===== src/hw/rtl/pgn_blend.sv =====
// Two-stage linear interpolation a + round(s*(b-a)).
// No dependencies.
`default_nettype none
module pgn_blend #(
  parameter int F  = 16,
  parameter int IW = 18
) (
  input  logic                 clk_i,
  input  logic                 en_i,
  input  logic [F+1:0]         s_i,
  input  logic signed [IW-1:0] a_i,
  input  logic signed [IW-1:0] b_i,
  output logic signed [IW:0]   y_o
);
  localparam int PW = IW + F + 4;

  logic signed [IW:0]   diff;
  logic signed [PW-1:0] prod_q;
  logic signed [PW-1:0] rnd;
  logic signed [IW-1:0] a_q;

  assign diff = (IW+1)'(b_i) - (IW+1)'(a_i);
  assign rnd  = prod_q + (PW'(1) << (F-1));

  always_ff @(posedge clk_i) begin
    if (en_i) begin
      prod_q <= PW'(diff) * PW'($signed({1'b0, s_i}));
      a_q    <= a_i;
      y_o    <= (IW+1)'(a_q) + (IW+1)'($signed(rnd[PW-1:F]));
    end
  end
endmodule
`default_nettype wire


===== config.mk =====
export PLATFORM = sky130hd
export DESIGN_NAME = pgn_blend
export DESIGN_NICKNAME = d
export VERILOG_FILES = /design/src/hw/rtl/pgn_blend.sv
export SDC_FILE = /design/constraint.sdc
export NUM_CORES = 1
export LEC_CHECK = 0
export BUFFER_PORTS_ARGS = -buffer_cell sky130_fd_sc_hd__buf_2
export CORE_UTILIZATION = 48
export CTS_CLUSTER_DIAMETER = 30
export CTS_CLUSTER_SIZE = 28
export DETAILED_ROUTE_END_ITERATION = 6
export PLACE_DENSITY = 0.72
export SLEW_MARGIN = 20
export SYNTH_ARGS = -nofsm -noshare
export SYNTH_HDL_FRONTEND = slang
export SYNTH_SLANG_ARGS = --single-unit

===== constraint.sdc =====
create_clock -name clk_i -period 15.87 [get_ports clk_i]
set_input_delay 3.174 -clock clk_i [delete_from_list [all_inputs] [get_ports clk_i]]
set_output_delay 3.174 -clock clk_i [all_outputs]
set_load 0.01 [all_outputs]

## After elaboration in Yosys (flattened, before gate mapping)

Index checks and enable logic that the tools add are counted.

- Bits in registers: 72
- Input port bits: 56
- Word-level logic and storage cells: 7

- Add/subtract/negate cells: 3
- Multiply operators: 1

Operators with widths:

| kind | count |
|---|---|
| $add 35x17->35 const B | 1 |
| $mul 19x19->35 | 1 |
| $add 18x19->19 | 1 |
| $sub 18x18->19 | 1 |

## Longest topological paths before layout

- Depth in word-level cells: 2
- Gate-level depth with buffers: 35
- Gate-level depth less buffers: 34

## Worst setup path after synthesis

No wires, ideal clock.

- Kind: input port to flip-flop
- Start: input a_i[3]
- End: register prod_q[34], data pin
- Setup time: 0.260 ns
- Arrival: 10.691 ns
- Required time: 15.610 ns
- Path slack: 4.919 ns
- Stages: 33
- Buffers on the path: 3
- Path through: inv_1 -> ha_1 -> o21ai_0 -> a21oi_1 -> o21ai_0 -> nor2_1 -> o21a_1 -> o211a_1 -> a211oi_1 -> mux2_2 -> buf_2 -> nand2_1 -> fa_1 -> clkbuf_1 -> xor2_1 -> xnor2_1 -> fa_1 -> clkbuf_1 -> inv_1 -> fa_1 -> fa_1 -> inv_1 -> fa_1 -> inv_1 -> ha_1 -> a21oi_1 -> o21bai_1 -> a21o_1 -> a21oi_1 -> o21ai_0 -> a211oi_2 -> xnor2_1 -> xnor2_1

- Longest elaborated chain between the ends: 2

Ends and longest elaborated chain:

| element | line | source |
|---|---|---|
| start: declaration | 11 | `input logic signed [IW-1:0] a_i,` |
| $sub 18x18->19 | 22 | `assign diff = (IW+1)'(b_i) - (IW+1)'(a_i);` |
| $mul 19x19->35 | 27 | `prod_q <= PW'(diff) * PW'($signed({1'b0, s_i}));` |
| end signal: assignment | 27 |  |
| end: declaration | 18 | `logic signed [PW-1:0] prod_q;` |

Every way passes these cells.
A chain may end at the register's enable or synchronous reset.

## Worst setup path after layout

Ends and elaborated chain as after synthesis.

==> flow_summary.toml <==
[global_routing]
grt_overflow = 0
antenna_found_initial = 2
grt_pass1_wl_mm = 59.86
grt_max_degree = 58
grt_pass1_vias = 12150
gr-usage-all-layers = 0.2271

[sta]
period_share = 0.7322
fmax_mhz = 86.06
finalCriticalPeriod_ns = 11.62
tightest_slew_ns = 0.7186
fin_tns_setup_ns = 0
rsz0062_at_grt = "false"
maxSlewHeadroom = 0.5169
setup_viol = 0
hold_violations = 0
skew_ns = 0.007909
final-max-slew-violation-count = 0

[run_status]
status = "completed"

[route]
num_vias = 10900
routed_via_density = 5.142
route.detailed.drc = 0
wl_per_cell_um = 16.54
ant_nets = 0
wl_mm = 35.07
drt_iter0_drc = 498
dr.pass1.iters = 6

[synth]
syn_avg_cell_area_um2 = 9.396
yosysUniqueCellTypes = 52
synthArstFlopShare = 0
synthCells = 1656
ys_ff_latch = 57
syn-num-nets = 2167
synth_edf_count = 57
synth-seq-area-share = 0.1100
ys_warn_count = 0
mappedNetlistArea_mm2 = 0.01556
ys.flop_type = "edfxtp_1"

[worst_setup_path]
critical_path_class = "input port to flop"
regToRegEndpoint = "y_o[16]"
required_ns = 15.94
startpoint_type = "input port"
r2r_cells = 13
cp_data_arrival_time_ns = 11.69
rr_startpoint = "prod_q[15]"
critPathMaxStageDelay_ns = 0.82
crit_path_end_kind = "flop"
cp_max_fo = 17
cp_slowest_cell = "fa_1"
rrSetupSlack_ns = 12.03

[final_layout]
layout_common_cells = "422 x inv_1, 323 x fa_1, 176 x nand2_1"
final_common_cell = "inv_1"
fill_cells = 2803
multiInputGateArea_mm2 = 0.01209
antennaDiodeCount = 0
drive_gt1_frac = 0.06868
finalNetCount = 2224
syn2layout_area_growth_pct = 7.430
finalNonFillerCells = 2120
seq_area_mm2 = 0.001712

[floorplan]
start_util = 0.4906
design.core.area_mm2 = 0.03172
ioPinCount = 75
die-area_mm2 = 0.03314
dieHeight_um = 182.0
rows = 65
die_w_um = 182.0

[placed_design]
dp_cells = 2104
dpl.hpwl_mm = 29.05
globalplace.congestion = 0.8824
port_buffers = 74

[cts]
root_buffer = "clkbuf_16"
cts_buffer_depth = 2
cts_tree = "yes"
h-tree-depth = 3
holdBufCountCts = 0
cts_resized = 0
cts.clk_slew.worst_paths_ns = 0.05
clkSinkCount = 57
clk_latency_ns = 0.32
cts_buffers = 9
cts_setup_buffers = 0

[flow_run]
max_cap_violations = 0

[min_path]
hold_depth = 1
min_path_type = "flop to flop"
worstHoldEndpoint = "y_o[0]"
hp-start = "a_q[0]"
per-layer routing:
layer  global-route usage  share of wire
met5                    0              0
met1               0.2941           0.43
met4              0.05042          0.016
met3              0.02828          0.056
met2               0.4057           0.50
worst max-delay path, delay by kind of cell:
family                   cells  cell delay [ns]
buffers and inverters        6             0.55
adder cells (fa/ha/maj)      7             3.73
AO/OA/AOI/OAI               12             2.61
XOR/XNOR                     4             0.83
multiplexers                 1             0.44
AND/OR/NAND/NOR              2             0.35
sequential cells by signal, summed over array words and instances (netlist names):
signal,flops
prod_q,20
y_o,19
a_q,18
cells in the mapped netlist (3+ instances only):
| cell | count | share of area |
|---|---|---|
| inv_1 | 422 | 0.10 |
| fa_1 | 323 | 0.42 |
| nand2_1 | 176 | 0.042 |
| and2_1 | 156 | 0.063 |
| ha_1 | 132 | 0.11 |
| xnor2_1 | 65 | 0.037 |
| edfxtp_1 | 57 | 0.11 |
| nor2_1 | 48 | 0.012 |
| clkbuf_1 | 45 | 0.011 |
| a21oi_1 | 32 | 0.010 |
| nor2b_1 | 30 | 0.012 |
| xor2_1 | 26 | 0.015 |
| o21a_1 | 16 | 0.0077 |
| nand3_1 | 15 | 0.0048 |
| o21ai_0 | 15 | 0.0048 |
| a21o_1 | 13 | 0.0063 |
| nand2b_1 | 12 | 0.0048 |
| nor3_1 | 10 | 0.0032 |
| and3_1 | 5 | 0.0020 |
| o21ai_1 | 4 | 0.0013 |
| o21bai_1 | 4 | 0.0019 |
| or3_1 | 4 | 0.0016 |
| a211oi_1 | 3 | 0.0014 |
| a31oi_1 | 3 | 0.0012 |
| and2b_1 | 3 | 0.0014 |
| nand4_1 | 3 | 0.0012 |
layout make-up:
cell class | instances | area share
Timing Repair Buffer | 93 | 0.03069
Clock buffer | 10 | 0.01370
Clock inverter | 6 | 0.004940
Multi-Input combinational cell | 1130 | 0.7234
Inverter | 422 | 0.09476
Sequential cell | 57 | 0.1024
Tap cell | 402 | 0.03009
logic make-up (layout without fill, tap and decap cells):
logic type,count (synthesis),after routing,share of synthesized area
and+or+nand+nor,469,469,0.1513
buffers and inverters,469,531,0.1133
adders and majority gates,455,455,0.5217
AOI/OAI and AO/OA,114,114,0.05179
xor gates and xnor gates,91,91,0.05122
DFF,57,57,0.1100
muxes,1,1,0.0007237
per-stage QoR:
stage	hold slack, ns	utilization	worst slack, ns	instance area [um^2]
finish	0.5661	0.5270	4.251	16720
global route	0.5959	0.5270	3.622	16720
CTS	0.5728	0.5270	4.294	16720
detailed placement	0.5608	0.5172	4.011	16400
global placement	0.5700	0.5172	4.253	16400
floorplan	0.5256	-	4.919	15560
worst max path at each step:
| stage | startpoint | to | cells past startpoint |
|---|---|---|---|
| finish | a_i[3] | prod_q[34] | 32 |
| global route | a_i[3] | prod_q[34] | 32 |
| CTS | a_i[3] | prod_q[34] | 32 |
| detailed placement | a_i[3] | prod_q[34] | 32 |
| global placement | a_i[3] | prod_q[34] | 32 |
| floorplan | a_i[3] | prod_q[34] | 33 |
Power is left out: the tool's default activity adds up to more than one toggle a clock period on the data nets, which glitch-free logic cannot reach.
