==> config.mk <==
export PLATFORM = sky130hd
export DESIGN_NAME = pgn_fade
export DESIGN_NICKNAME = d
export VERILOG_FILES = /design/src/hw/rtl/pgn_fade.sv
export SDC_FILE = /design/constraint.sdc
export NUM_CORES = 1
export LEC_CHECK = 0
export BUFFER_PORTS_ARGS = -buffer_cell sky130_fd_sc_hd__buf_2
export CAP_MARGIN = 20
export CORE_ASPECT_RATIO = 1.25
export CORE_MARGIN = 2
export CORE_UTILIZATION = 50
export CTS_BUF_LIST = sky130_fd_sc_hd__clkbuf_16
export DETAILED_ROUTE_END_ITERATION = 8
export PLACE_DENSITY = 0.66
export SETUP_SLACK_MARGIN = 0.02
export SLEW_MARGIN = 15
export SYNTH_ARGS = -nofsm -noshare
export SYNTH_HDL_FRONTEND = slang
export SYNTH_SLANG_ARGS = --single-unit
==> constraint.sdc <==
create_clock -name clk_i -period 10.65 [get_ports clk_i]
set_clock_uncertainty 0.15 [all_clocks]
set_input_delay 1.065 -clock clk_i [delete_from_list [all_inputs] [get_ports clk_i]]
set_output_delay 1.065 -clock clk_i [all_outputs]
set_load 0.05 [all_outputs]
==> src/hw/rtl/pgn_fade.sv <==
// Two-stage fade curve s = r*r*(3-2r) in unsigned fixed point.
// No dependencies.
`default_nettype none
module pgn_fade #(
  parameter int F = 16
) (
  input  logic         clk_i,
  input  logic         en_i,
  input  logic [F-1:0] r_i,
  output logic [F+1:0] s_o
);
  logic [2*F:0]   sqr;
  logic [F:0]     sq_q;
  logic [F+1:0]   k_q;
  logic [2*F+2:0] prod;

  assign sqr  = (2*F+1)'(r_i) * (2*F+1)'(r_i) + ((2*F+1)'(1) << (F-1));
  assign prod = (2*F+3)'(sq_q) * (2*F+3)'(k_q) + ((2*F+3)'(1) << (F-1));

  always_ff @(posedge clk_i) begin
    if (en_i) begin
      sq_q <= sqr[2*F:F];
      k_q  <= ((F+2)'(3) << F) - (F+2)'({r_i, 1'b0});
      s_o  <= prod[2*F+1:F];
    end
  end
endmodule
`default_nettype wire

Word level (Yosys, flattened, before mapping):

Index checks and enable logic that the tools add are counted.

* $mul: 2
* $add $sub $neg: 3

Operators with widths (count)
* $add A34 B16 Y34 const B: 1
* $mul A17 B18 Y34: 1
* $add A32 B16 Y33 const B: 1
* $mul A16 B16 Y32: 1
* $sub A18 B17 Y18 const A: 1

* logic and storage cells: 8
* register bits: 53
* output and inout port bits: 18
* bits of input ports: 18

Longest topological paths before layout:

* word-level depth: 2
* gate-level depth with buffers: 25
* gate-level depth less buffers: 23

Least setup slack after synthesis:

Ideal clock, no wire load.

* path kind: input port to flip-flop
* from: input r_i[11]
* to: register sq_q[16] (data pin)
* library setup time: 268 ps
* setup slack: 3520 ps
* required time: 10232 ps
* stages on the path: 21
* arrival: 6712 ps
* buffers on the path: 2
* path through: clkbuf_1 -> buf_1 -> nand2_1 -> fa_1 -> fa_1 -> inv_1 -> fa_1 -> fa_1 -> fa_1 -> inv_1 -> fa_1 -> inv_1 -> ha_1 -> and4_4 -> nand3_1 -> or3b_1 -> o221a_4 -> o21ai_2 -> nor3b_2 -> a2111oi_2 -> xor2_1

* word-level cells in the longest chain between the ends: 2

Ends and longest elaborated chain
* start: declaration: line 9 `input logic [F-1:0] r_i,`
* $mul A16 B16 Y32: line 17 `assign sqr = (2*F+1)'(r_i) * (2*F+1)'(r_i) + ((2*F+1)'(1) << (F-1));`
* $add A32 B16 Y33: line 17
* via sqr[32]: line 12 `logic [2*F:0] sqr;`
* end signal: assignment: line 22 `sq_q <= sqr[2*F:F];`
* end: declaration: line 13 `logic [F:0] sq_q;`

The timed path passes the listed nets, and every way through them passes these cells.
A chain may end at the register's enable or synchronous reset.

Final worst setup path:

* from: input r_i[8]
* to: register sq_q[15] (data pin)

The elaborated chain is that of the path after synthesis.

==> impl_results.md <==
- Outcome: finished clean
- Total setup violations reported at the end of the flow: 0
- Top library cells by usage in the layout, fill and taps aside: 528 x sky130_fd_sc_hd__inv_1, 385 x sky130_fd_sc_hd__fa_1, 228 x sky130_fd_sc_hd__nand2_1
- Clock latency of the later-clocked register in the worst-skew pair: 310 ps
- Setup crit end kind: flop
- Die H: 216 um
- TritonCTS clock tree: done
- Worst hold path depth: 1
- Flops & latches, synth: 52
- Synth unique cells: 53
- Count of nets after finishing: 2,521
- Global-route wire length before repair: 65.4 mm
- Number of cell rows: 77
- Endpoint of the worst register-to-register path: s_o[12]
- Ports placed on the boundary: 36
- Htree depth: 2
- Most common library cell in the layout ignoring fill and taps: sky130_fd_sc_hd__inv_1
- Proportion of netlist area held by the largest area contributor: 42.9%
- Starting Density: 50.7%
- CP Data Required Time: 10,560 ps
- Worst setup slack for register-to-register paths: 3890 ps
- Area of the core: 0.0355 sq mm
- Number of cell instances on the worst register-to-register path: 19
- Final ANT Viol Nets: 0
- Clock tree root driver cell: sky130_fd_sc_hd__clkbuf_16
- Sort of element at the start of the critical path: input pin
- Cells taking the most area after synthesis: sky130_fd_sc_hd__fa_1 43%, sky130_fd_sc_hd__ha_1 16%, sky130_fd_sc_hd__inv_1 11%, sky130_fd_sc_hd__edfxtp_1 8.7%, sky130_fd_sc_hd__and2_1 6.5%
- Synthesized instance count: 1,913
- Post-layout minimum cycle time: 7000 ps
- Clock buffers created by TritonCTS: 5
- Initial antenna violation count: 0
- Startpoint of the most critical register-to-register path: k_q[9]
- Antenna Diode Count: 0
- Arrival @ worst endpoint: 6910 ps
- Synth Net Count: 2,543
- Hold Path Origin: r_i[0]
- HPWL after detailed placement: 30.9 mm
- Highest attainable clock frequency: 143 MHz
- Clock slew at the register clock pins of the worst setup and hold paths: 70 ps
- Worst slew margin relative to its limit: 43.7%
- Count of flip-flops with a built-in enable after synthesis: 52
- Max Slew Vio Count: 0
- Setup TNS after final layout: 0 ps
- Post-synthesis async set-or-reset flop share: 0%
- Clock buffer depth: 2
- Count of buffers from port buffering: 35
- Number of instances resized during post-cts repair: 0
- Portion of the clock cycle consumed by the worst path in the final layout: 65.8%
- Clock sink total: 52
- Largest net degree at the start of global routing: 53
- Syn. warnings: 0
- Synth-to-layout area growth: 3.74%
- Number of optimization iterations in the first detailed-route pass: 5
- Hold crit path type: in2reg
- Most used flip-flop cell after synthesis: sky130_fd_sc_hd__edfxtp_1
- Aggregate routed wire length: 37.2 mm
- Unrepaired setup endpoints after global routing: no
- Max-cap viol count: 0
- Final Hold Vio Count: 0
- Critical Path Fanout Max: 19
- Horizontal die dimension: 174 um
- Number of buffers inserted for hold repair after clock tree synthesis: 0
- Portion of the post-synthesis area used by sequential elements: 8.68%
- Actual transition at the worst max-transition pin: 845 ps
- Total congestion overflow after global routing: 0
- Overall global routing resource usage: 21.6%
- Overall via count from detail_route: 12,000
- Number of remaining DRC errors: 0
- Placer's final routability congestion estimate: 0.866
- Worst-case hold path end point: k_q[1]
- Setup repair bufs after CTS: 0
- Number of design-rule violations left by the first detailed-router iteration: 519
- Critical path type: in2reg
- Area of the mapped netlist: 0.0180 sq mm
- Cell type with the largest total area after synthesis: sky130_fd_sc_hd__fa_1
- Via density per instance: 5.07
- Vias in the first global route: 13,700
- Die footprint: 0.0375 sq mm
- Mean post-synth cell area: 9.40 sq um
- Fraction of layout instances using a drive strength above 1: 3.01%
- Mean routed wirelength per cell: 15.7 um
[cell type report]
type	count	area, sq um
well taps	474	593
clock buffers	5	125
flip-flops and latches	52	1560
clock inverters	3	15.0
inverters	528	1980
repair buffers	36	183
fillers	3287	16800
multi-input cells	1268	14200
[cell families after synthesis]
logic type      Yosys count  synth area share, %
simple gates            505                 14.0
fa+ha+maj               612                 58.6
buf+inv                 593                 12.4
mux                       1               0.0626
compound gates           91                 3.40
xor+xnor                 59                 2.87
flops                    52                 8.68
[through the flow]
stage	instance area (sq um)	hold slack, ps	worst slack [ps]	util, %	std cells
4_1_cts	18700	1010	3660	52.6	2366
6_report	18700	1020	3650	52.6	2366
2_1_floorplan	18000	775	3520	-	1913
3_5_place_dp	18500	1170	3320	52.2	2358
5_1_grt	18700	1010	3350	52.6	2366
3_3_place_gp	18500	1180	3410	52.2	2358
[synthesized netlist by cell type, drive strengths merged, types with 2 or more instances]
| master | count |
|---|---|
| nor4 | 3 |
| nand2 | 228 |
| xor2 | 21 |
| xnor2 | 38 |
| clkbuf | 60 |
| buf | 5 |
| a31o | 2 |
| o31ai | 2 |
| inv | 527 |
| nor3 | 9 |
| or2 | 2 |
| nor3b | 2 |
| and3 | 4 |
| o211ai | 3 |
| nand2b | 4 |
| nor2 | 32 |
| nor2b | 6 |
| and2 | 187 |
| a21o | 16 |
| a21oi | 31 |
| fa | 385 |
| nand4 | 6 |
| o21ai | 16 |
| o21bai | 3 |
| o21a | 4 |
| a211oi | 3 |
| edfxtp | 52 |
| ha | 227 |
| a21boi | 3 |
| nand3 | 13 |
| a31oi | 2 |
| or4 | 2 |
| and4 | 3 |
[layer usage]
| layer | up-vias | global-route usage (%) | part of all wire, % |
|---|---|---|---|
| met5 | - | 0 | 0 |
| met4 | 0 | 6.39 | 2.8 |
| met3 | 71 | 2.26 | 3.7 |
| met2 | 237 | 39.9 | 52 |
| met1 | 6097 | 26.6 | 41 |
| li1 | 5580 | - | - |
[sequential cells by signal, indices dropped and copies added (netlist names)]
name  cells
s_o      18
k_q      17
sq_q     17
[worst max-delay path, stage by stage]
cell and delay [ps]:
sky130_fd_sc_hd__buf_2 410, sky130_fd_sc_hd__nand2_1 180, sky130_fd_sc_hd__fa_1 540, sky130_fd_sc_hd__inv_1 60, sky130_fd_sc_hd__fa_1 510, sky130_fd_sc_hd__inv_1 60
sky130_fd_sc_hd__fa_1 520, sky130_fd_sc_hd__inv_1 50, sky130_fd_sc_hd__fa_1 460, sky130_fd_sc_hd__fa_1 490, sky130_fd_sc_hd__inv_1 50, sky130_fd_sc_hd__fa_1 480
sky130_fd_sc_hd__inv_1 40, sky130_fd_sc_hd__ha_1 300, sky130_fd_sc_hd__a21oi_1 150, sky130_fd_sc_hd__o21ai_1 130, sky130_fd_sc_hd__a221oi_2 370, sky130_fd_sc_hd__o22ai_1 170
sky130_fd_sc_hd__a211o_1 330, sky130_fd_sc_hd__o31a_1 270, sky130_fd_sc_hd__a21oi_1 180, sky130_fd_sc_hd__xnor2_1 80
[worst max-delay path by stage]
stage	startpoint	end	slack (ps)	depth (start not counted)
2_1_floorplan	r_i[11]	sq_q[16]	3520	21
3_3_place_gp	r_i[6]	sq_q[16]	3410	20
3_5_place_dp	r_i[6]	sq_q[15]	3320	22
4_1_cts	r_i[6]	sq_q[15]	3660	22
5_1_grt	r_i[4]	sq_q[16]	3350	20
6_report	r_i[8]	sq_q[15]	3650	22
Power is not shown: default switching activity piles up to over one toggle a cycle in this logic, so the estimate is an artifact.
