## src/hw/rtl/pgn_pkg.sv

```systemverilog
// Shared types and fixed widths of the 2D gradient noise block.
// No dependencies.
`default_nettype none
package pgn_pkg;

  localparam int OPC_W   = 2;
  localparam int IDX_W   = 8;
  localparam int PERM_W  = 8;
  localparam int GRAD_W  = 16;
  localparam int COORD_W = 24;
  localparam int NOISE_W = 16;
  localparam int DOT_W   = 18;
  localparam int LERP_W  = 19;

  // The last code is unused; an item carrying it is ignored.
  typedef enum logic [OPC_W-1:0] {
    OP_PERM = 2'd0,
    OP_GRAD = 2'd1,
    OP_EVAL = 2'd2,
    OP_RSVD = 2'd3
  } pgn_op_e;

endpackage
`default_nettype wire

```

## src/hw/rtl/pgn_corner.sv

```systemverilog
// Two-stage dot product of a corner gradient with the corner offset, rounded.
// Depends on pgn_pkg.
`default_nettype none
module pgn_corner #(
  parameter int F = 16
) (
  input  logic                            clk_i,
  input  logic                            en_i,
  input  logic signed [F:0]               ox_i,
  input  logic signed [F:0]               oy_i,
  input  logic [2*pgn_pkg::GRAD_W-1:0]    grad_i,
  output logic signed [pgn_pkg::DOT_W-1:0] dot_o
);
  import pgn_pkg::*;

  logic signed [GRAD_W-1:0] gx, gy;
  logic signed [F+16:0]     px_q, py_q;
  logic signed [F+17:0]     sum;

  assign gx  = $signed(grad_i[GRAD_W-1:0]);
  assign gy  = $signed(grad_i[2*GRAD_W-1:GRAD_W]);
  assign sum = (F+18)'(px_q) + (F+18)'(py_q) + ((F+18)'(1) << (F-1));

  always_ff @(posedge clk_i) begin
    if (en_i) begin
      px_q  <= (F+17)'(ox_i) * (F+17)'(gx);
      py_q  <= (F+17)'(oy_i) * (F+17)'(gy);
      dot_o <= $signed(sum[F+17:F]);
    end
  end
endmodule
`default_nettype wire

```

## config.mk

```make
export PLATFORM = sky130hd
export DESIGN_NAME = pgn_corner
export DESIGN_NICKNAME = d
export VERILOG_FILES = /design/src/hw/rtl/pgn_pkg.sv /design/src/hw/rtl/pgn_corner.sv
export SDC_FILE = /design/constraint.sdc
export NUM_CORES = 2
export LEC_CHECK = 0
export BUFFER_PORTS_ARGS = -buffer_cell sky130_fd_sc_hd__clkbuf_2
export CAP_MARGIN = 20
export CORE_AREA = 2 2 196 198
export CTS_BUF_LIST = sky130_fd_sc_hd__clkbuf_2
export CTS_CLUSTER_DIAMETER = 40
export DETAILED_ROUTE_END_ITERATION = 7
export DIE_AREA = 0 0 198 200
export GPL_TIMING_DRIVEN = 0
export PLACE_DENSITY = 0.84
export SYNTH_ARGS = -nofsm -noshare
export SYNTH_HDL_FRONTEND = slang
export SYNTH_SLANG_ARGS = --single-unit
export TNS_END_PERCENT = 5
```

## constraint.sdc

```tcl
create_clock -name clk_i -period 8.55 [get_ports clk_i]
set_input_delay 0.4275 -clock clk_i [delete_from_list [all_inputs] [get_ports clk_i]]
set_output_delay 0.4275 -clock clk_i [all_outputs]
set_load 0.005 [all_outputs]
```

# ---- Word level (Yosys, flattened, before mapping)
# Cells that the tools add are included.
# Widths: inputs -> output; s select.
dict set report totals {
  input_bits 68
  elab_cells 7
  memories 0
  latch_bits 0
  reg_bits 84
  out_inout_bits 18
  mem_bits_rw 0
  mem_bits_ro 0
}
dict set report op_classes {
  bitwise 0
  magnitude_cmp 0
  reduce_logical 0
  n_mul 2
  n_div 0
  n_eq_ne 0
  muxes 0
  n_addsub 2
  shifts 0
}
# cell n
set op_table {}
lappend op_table {{$mul 17x16->33} 2}
lappend op_table {{$add 33x33->34} 1}
lappend op_table {{$add 34x17->34 const B} 1}

# ---- Depth between registers and ports, before layout
dict set report depth {
  ltp_word 2
  ltp_mapped 24
  ltp_nobuf 21
}

# ---- Worst setup path after synthesis
# OpenSTA, ideal clock, no wires.
dict set report synth_path {
  path_kind {in2reg}
  from {input grad_i[1] (netlist name)}
  to {register px_q[31] (data pin)}
  cell_stages 18
  t_required_ns 8.370
  slack_ns 2.227
  setup_ns 0.180
  n_path_buf 1
  t_arrival_ns 6.143
  path_cell_list {clkbuf_1 nand2_1 inv_1 fa_1 fa_1 fa_1 fa_1 fa_1 inv_1 fa_1 inv_1 ha_1 or4_1 a31oi_4 a21oi_1 o21ai_1 or4b_1 o311ai_1}
}
dict set report synth_between {
  elab_chain_cells 1
}
# item line_no
set synth_lines {}
lappend synth_lines {{start: declaration} pgn_corner.sv:11} ;# input logic [2*pgn_pkg::GRAD_W-1:0] grad_i,
lappend synth_lines {{$mul 17x16->33} pgn_corner.sv:26} ;# px_q <= (F+17)'(ox_i) * (F+17)'(gx);
lappend synth_lines {{end signal: assignment} pgn_corner.sv:26}
lappend synth_lines {{end: declaration} pgn_corner.sv:17} ;# logic signed [F+16:0] px_q, py_q;
# Every way passes these cells.
# A chain may end at the register's enable or synchronous reset.

# ---- Final worst setup path
dict set report layout_path {
  from {input oy_i[16]}
  to {register py_q[32] (data pin)}
}
dict set report layout_between {
  elab_chain_cells 1
}
# item line_no
set layout_lines {}
lappend layout_lines {{start: declaration} pgn_corner.sv:10} ;# input logic signed [F:0] oy_i,
lappend layout_lines {{$mul 17x16->33} pgn_corner.sv:27} ;# py_q <= (F+17)'(oy_i) * (F+17)'(gy);
lappend layout_lines {{end signal: assignment} pgn_corner.sv:27}
lappend layout_lines {{end: declaration} pgn_corner.sv:17}
# Every way passes these cells.

==> results_dict.tcl <==
set metrics [dict create \
    place_ws_ns 1.117 \
    grt_pass1_vias 19060 \
    syn_avg_cell_area_um2 9.668 \
    ios 86 \
    slew_headroom_pct 41.97 \
    postRouteAntennaNets 0 \
    ys_ff_latch 84 \
    synth_edf_count 84 \
    cts_tree "built" \
    postCtsSetupRepairBufs 0 \
    min-delay-start "oy_i[0]" \
    design_area_um2 26010 \
    rsz0062_at_grt "no" \
    nNetsFinal 3509 \
    synth_most_common_cell "inv_1" \
    clk_latency_ns 0.57 \
    rows 71 \
    synth_cell_type_count 67 \
    overflow 0 \
    grt_max_degree 53 \
    cp_slowest_cell "fa_1" \
    cp_cell_sequence "clkbuf_2, clkbuf_1, nand2_1, inv_1, fa_1, fa_1, fa_1, fa_1, fa_1, inv_1, fa_1, inv_1, ha_1, nand3_1, or3_1, a211oi_1, o2111ai_1, a31oi_1, and4_1, nor3_1" \
    min_path_cells 2 \
    tightest_slew_ns 0.8678 \
    ys_warn_count 0 \
    clockBufferDepth 2 \
    path_max_fanout 10 \
    cp-end-kind "flip-flop" \
    placed_area_um2 25880 \
    run_status "complete, no violations" \
    area_growth_pct 4.810 \
    drc 0 \
    fin_crit_sh_pct 81.20 \
    dieArea_um2 39600 \
    netlist.area_leader.share_pct 44.53 \
    cts.sinks 84 \
    grt_use_total_pct 30.94 \
    tns_ns 0 \
    synth_flop_cell "edfxtp_1" \
    ctsResizeCount 0 \
    min_path_type "input pin to flip-flop" \
    ys_top_cells_by_count "inv_1 (633), fa_1 (552), nand2_1 (284)" \
    die_w_um 198 \
    die_h_um 200 \
    clock_skew_ns 0.04317 \
    clkTransAtPathRegs_ns 0.28 \
    setup.worst_path.class "input pin to flip-flop" \
    wl_per_cell_um 17.80 \
    antenna_found_initial 1 \
    core_area_um2 37400 \
    slew_violations 0 \
    clockRootBuffer "clkbuf_2" \
    ctsHoldBuffers 0 \
    worst_path_most_repeated_cell "fa_1" \
    rrSetupSlack_ns 4.95 \
    holdPathEnd "py_q[0]" \
    h-tree-depth 3 \
    firstDrtPassIters 7 \
    numPortBuffers 79 \
    first_iter_violations 1347 \
    drive_gt1_share_pct 4.318 \
    crit_arrival_ns 7.29 \
    startpoint_type "input pin" \
    vias_per_cell 5.652 \
    syn_nets 3418 \
    cap_violations 0 \
    fmax_mhz 144.0 \
    route.final.wire_length_mm 56.52 \
    grt_first_pass_wirelength_mm 94.43 \
    start_util_pct 66.36 \
    fin_util_pct 69.55 \
    cts_made_buffers 9 \
    final_critical_path_setup_slack_ns 1.607 \
    cpPeakStageDelay_ns 0.89 \
    yosysTopAreaCell "fa_1" \
    place_hpwl_mm 49.10 \
    vias 17940 \
    async_flop_share_pct 0 \
    rr_worst_depth 9 \
    worst_r2r_startpoint "py_q[18]" \
    synthesis.area_um2 24820 \
    hold_violations 0 \
    setup_violations 0 \
    ys_seq_area_share_pct 10.16 \
    period_minus_slack_ns 6.943 \
    gp_congestion 0.9515 \
    r2r_end "dot_o[8]" \
    synthesis.instances 2567 \
    required_ns 8.89 \
    synth_area_leaders "fa_1 (45%), ha_1 (12%), edfxtp_1 (10%)" \
]
[worst max-delay path by stage]
stage	start	end	slack, ns
2_1_floorplan	grad_i[1]	px_q[31]	2.23
3_3_place_gp	oy_i[16]	py_q[32]	1.19
3_5_place_dp	oy_i[16]	py_q[32]	1.12
4_1_cts	oy_i[16]	py_q[32]	1.73
5_1_grt	oy_i[16]	py_q[32]	1.26
6_report	oy_i[16]	py_q[32]	1.61
[worst max-delay path: cells and delay by family]
family                     cells  cell delay [ns]
adders and majority gates      7             3.83
buffers and inverters          5             0.91
and+or+nand+nor                5             1.04
AOI/OAI and AO/OA              3             1.07
[kinds of logic after synthesis]
family	synth area share (%)
AOI/OAI and AO/OA	5.526
xor gates and xnor gates	2.964
adders and majority gates	56.17
buffers and inverters	10.77
DFF	10.16
muxes	0.1210
and+or+nand+nor	14.28
[state kept, by name, summed over array words and instances (netlist names)]
register / count
dot_o: 18
px_q: 33
py_q: 33
[layout make-up]
class                      instances  area [um2]
antenna                            1       2.502
buffer                            77       296.5
clock buffer                       9       45.04
clock inverter                     7       81.33
fill                            2874       11390
inverter                         633        2376
multi-input combinational       1773       19620
sequential                        84        2522
tap                              511       639.4
timing repair buffer              80       425.4
[per-layer routing]
layer | routed length [um] | up-vias | GRT usage (%) | share of wire [%]
li1 | - | 7923 | - | -
met1 | 22520 | 9218 | 42.06 | 40
met2 | 27800 | 674 | 52.01 | 49
met3 | 4307 | 129 | 4.704 | 7.6
met4 | 1888 | 0 | 9.580 | 3.3
met5 | 0 | - | 0 | 0
[per-stage QoR]
step | hold WS [ns] | cells
final | 0.3082 | 3175
after global routing | 0.2766 | 3175
after CTS | 0.2895 | 3174
after detailed placement | 0.7872 | 3158
after global placement | 0.7984 | 3157
after floorplan | 0.5400 | 2567
[placed cells by master (no fill, tap or decap), types with 5 or more instances in the layout]
master / instances
xnor2_1: 58
edfxtp_1: 84
or4_1: 6
and2_1: 261
a21o_1: 28
clkbuf_2: 87
nor2_1: 52
and3_1: 10
or3_1: 5
fa_1: 552
clkbuf_1: 75
a21oi_1: 55
nand3_1: 14
nand2_1: 284
nor3_1: 15
o21bai_1: 12
nand4_1: 10
ha_1: 231
inv_1: 633
o21ai_1: 6
nor2b_1: 5
a31oi_1: 6
xor2_1: 26
o21ai_0: 32
o21a_1: 9
a211oi_1: 13
nand2b_1: 14
Power is left out: the tool's default activity adds up to more than one toggle a clock period on the data nets, which glitch-free logic cannot reach.
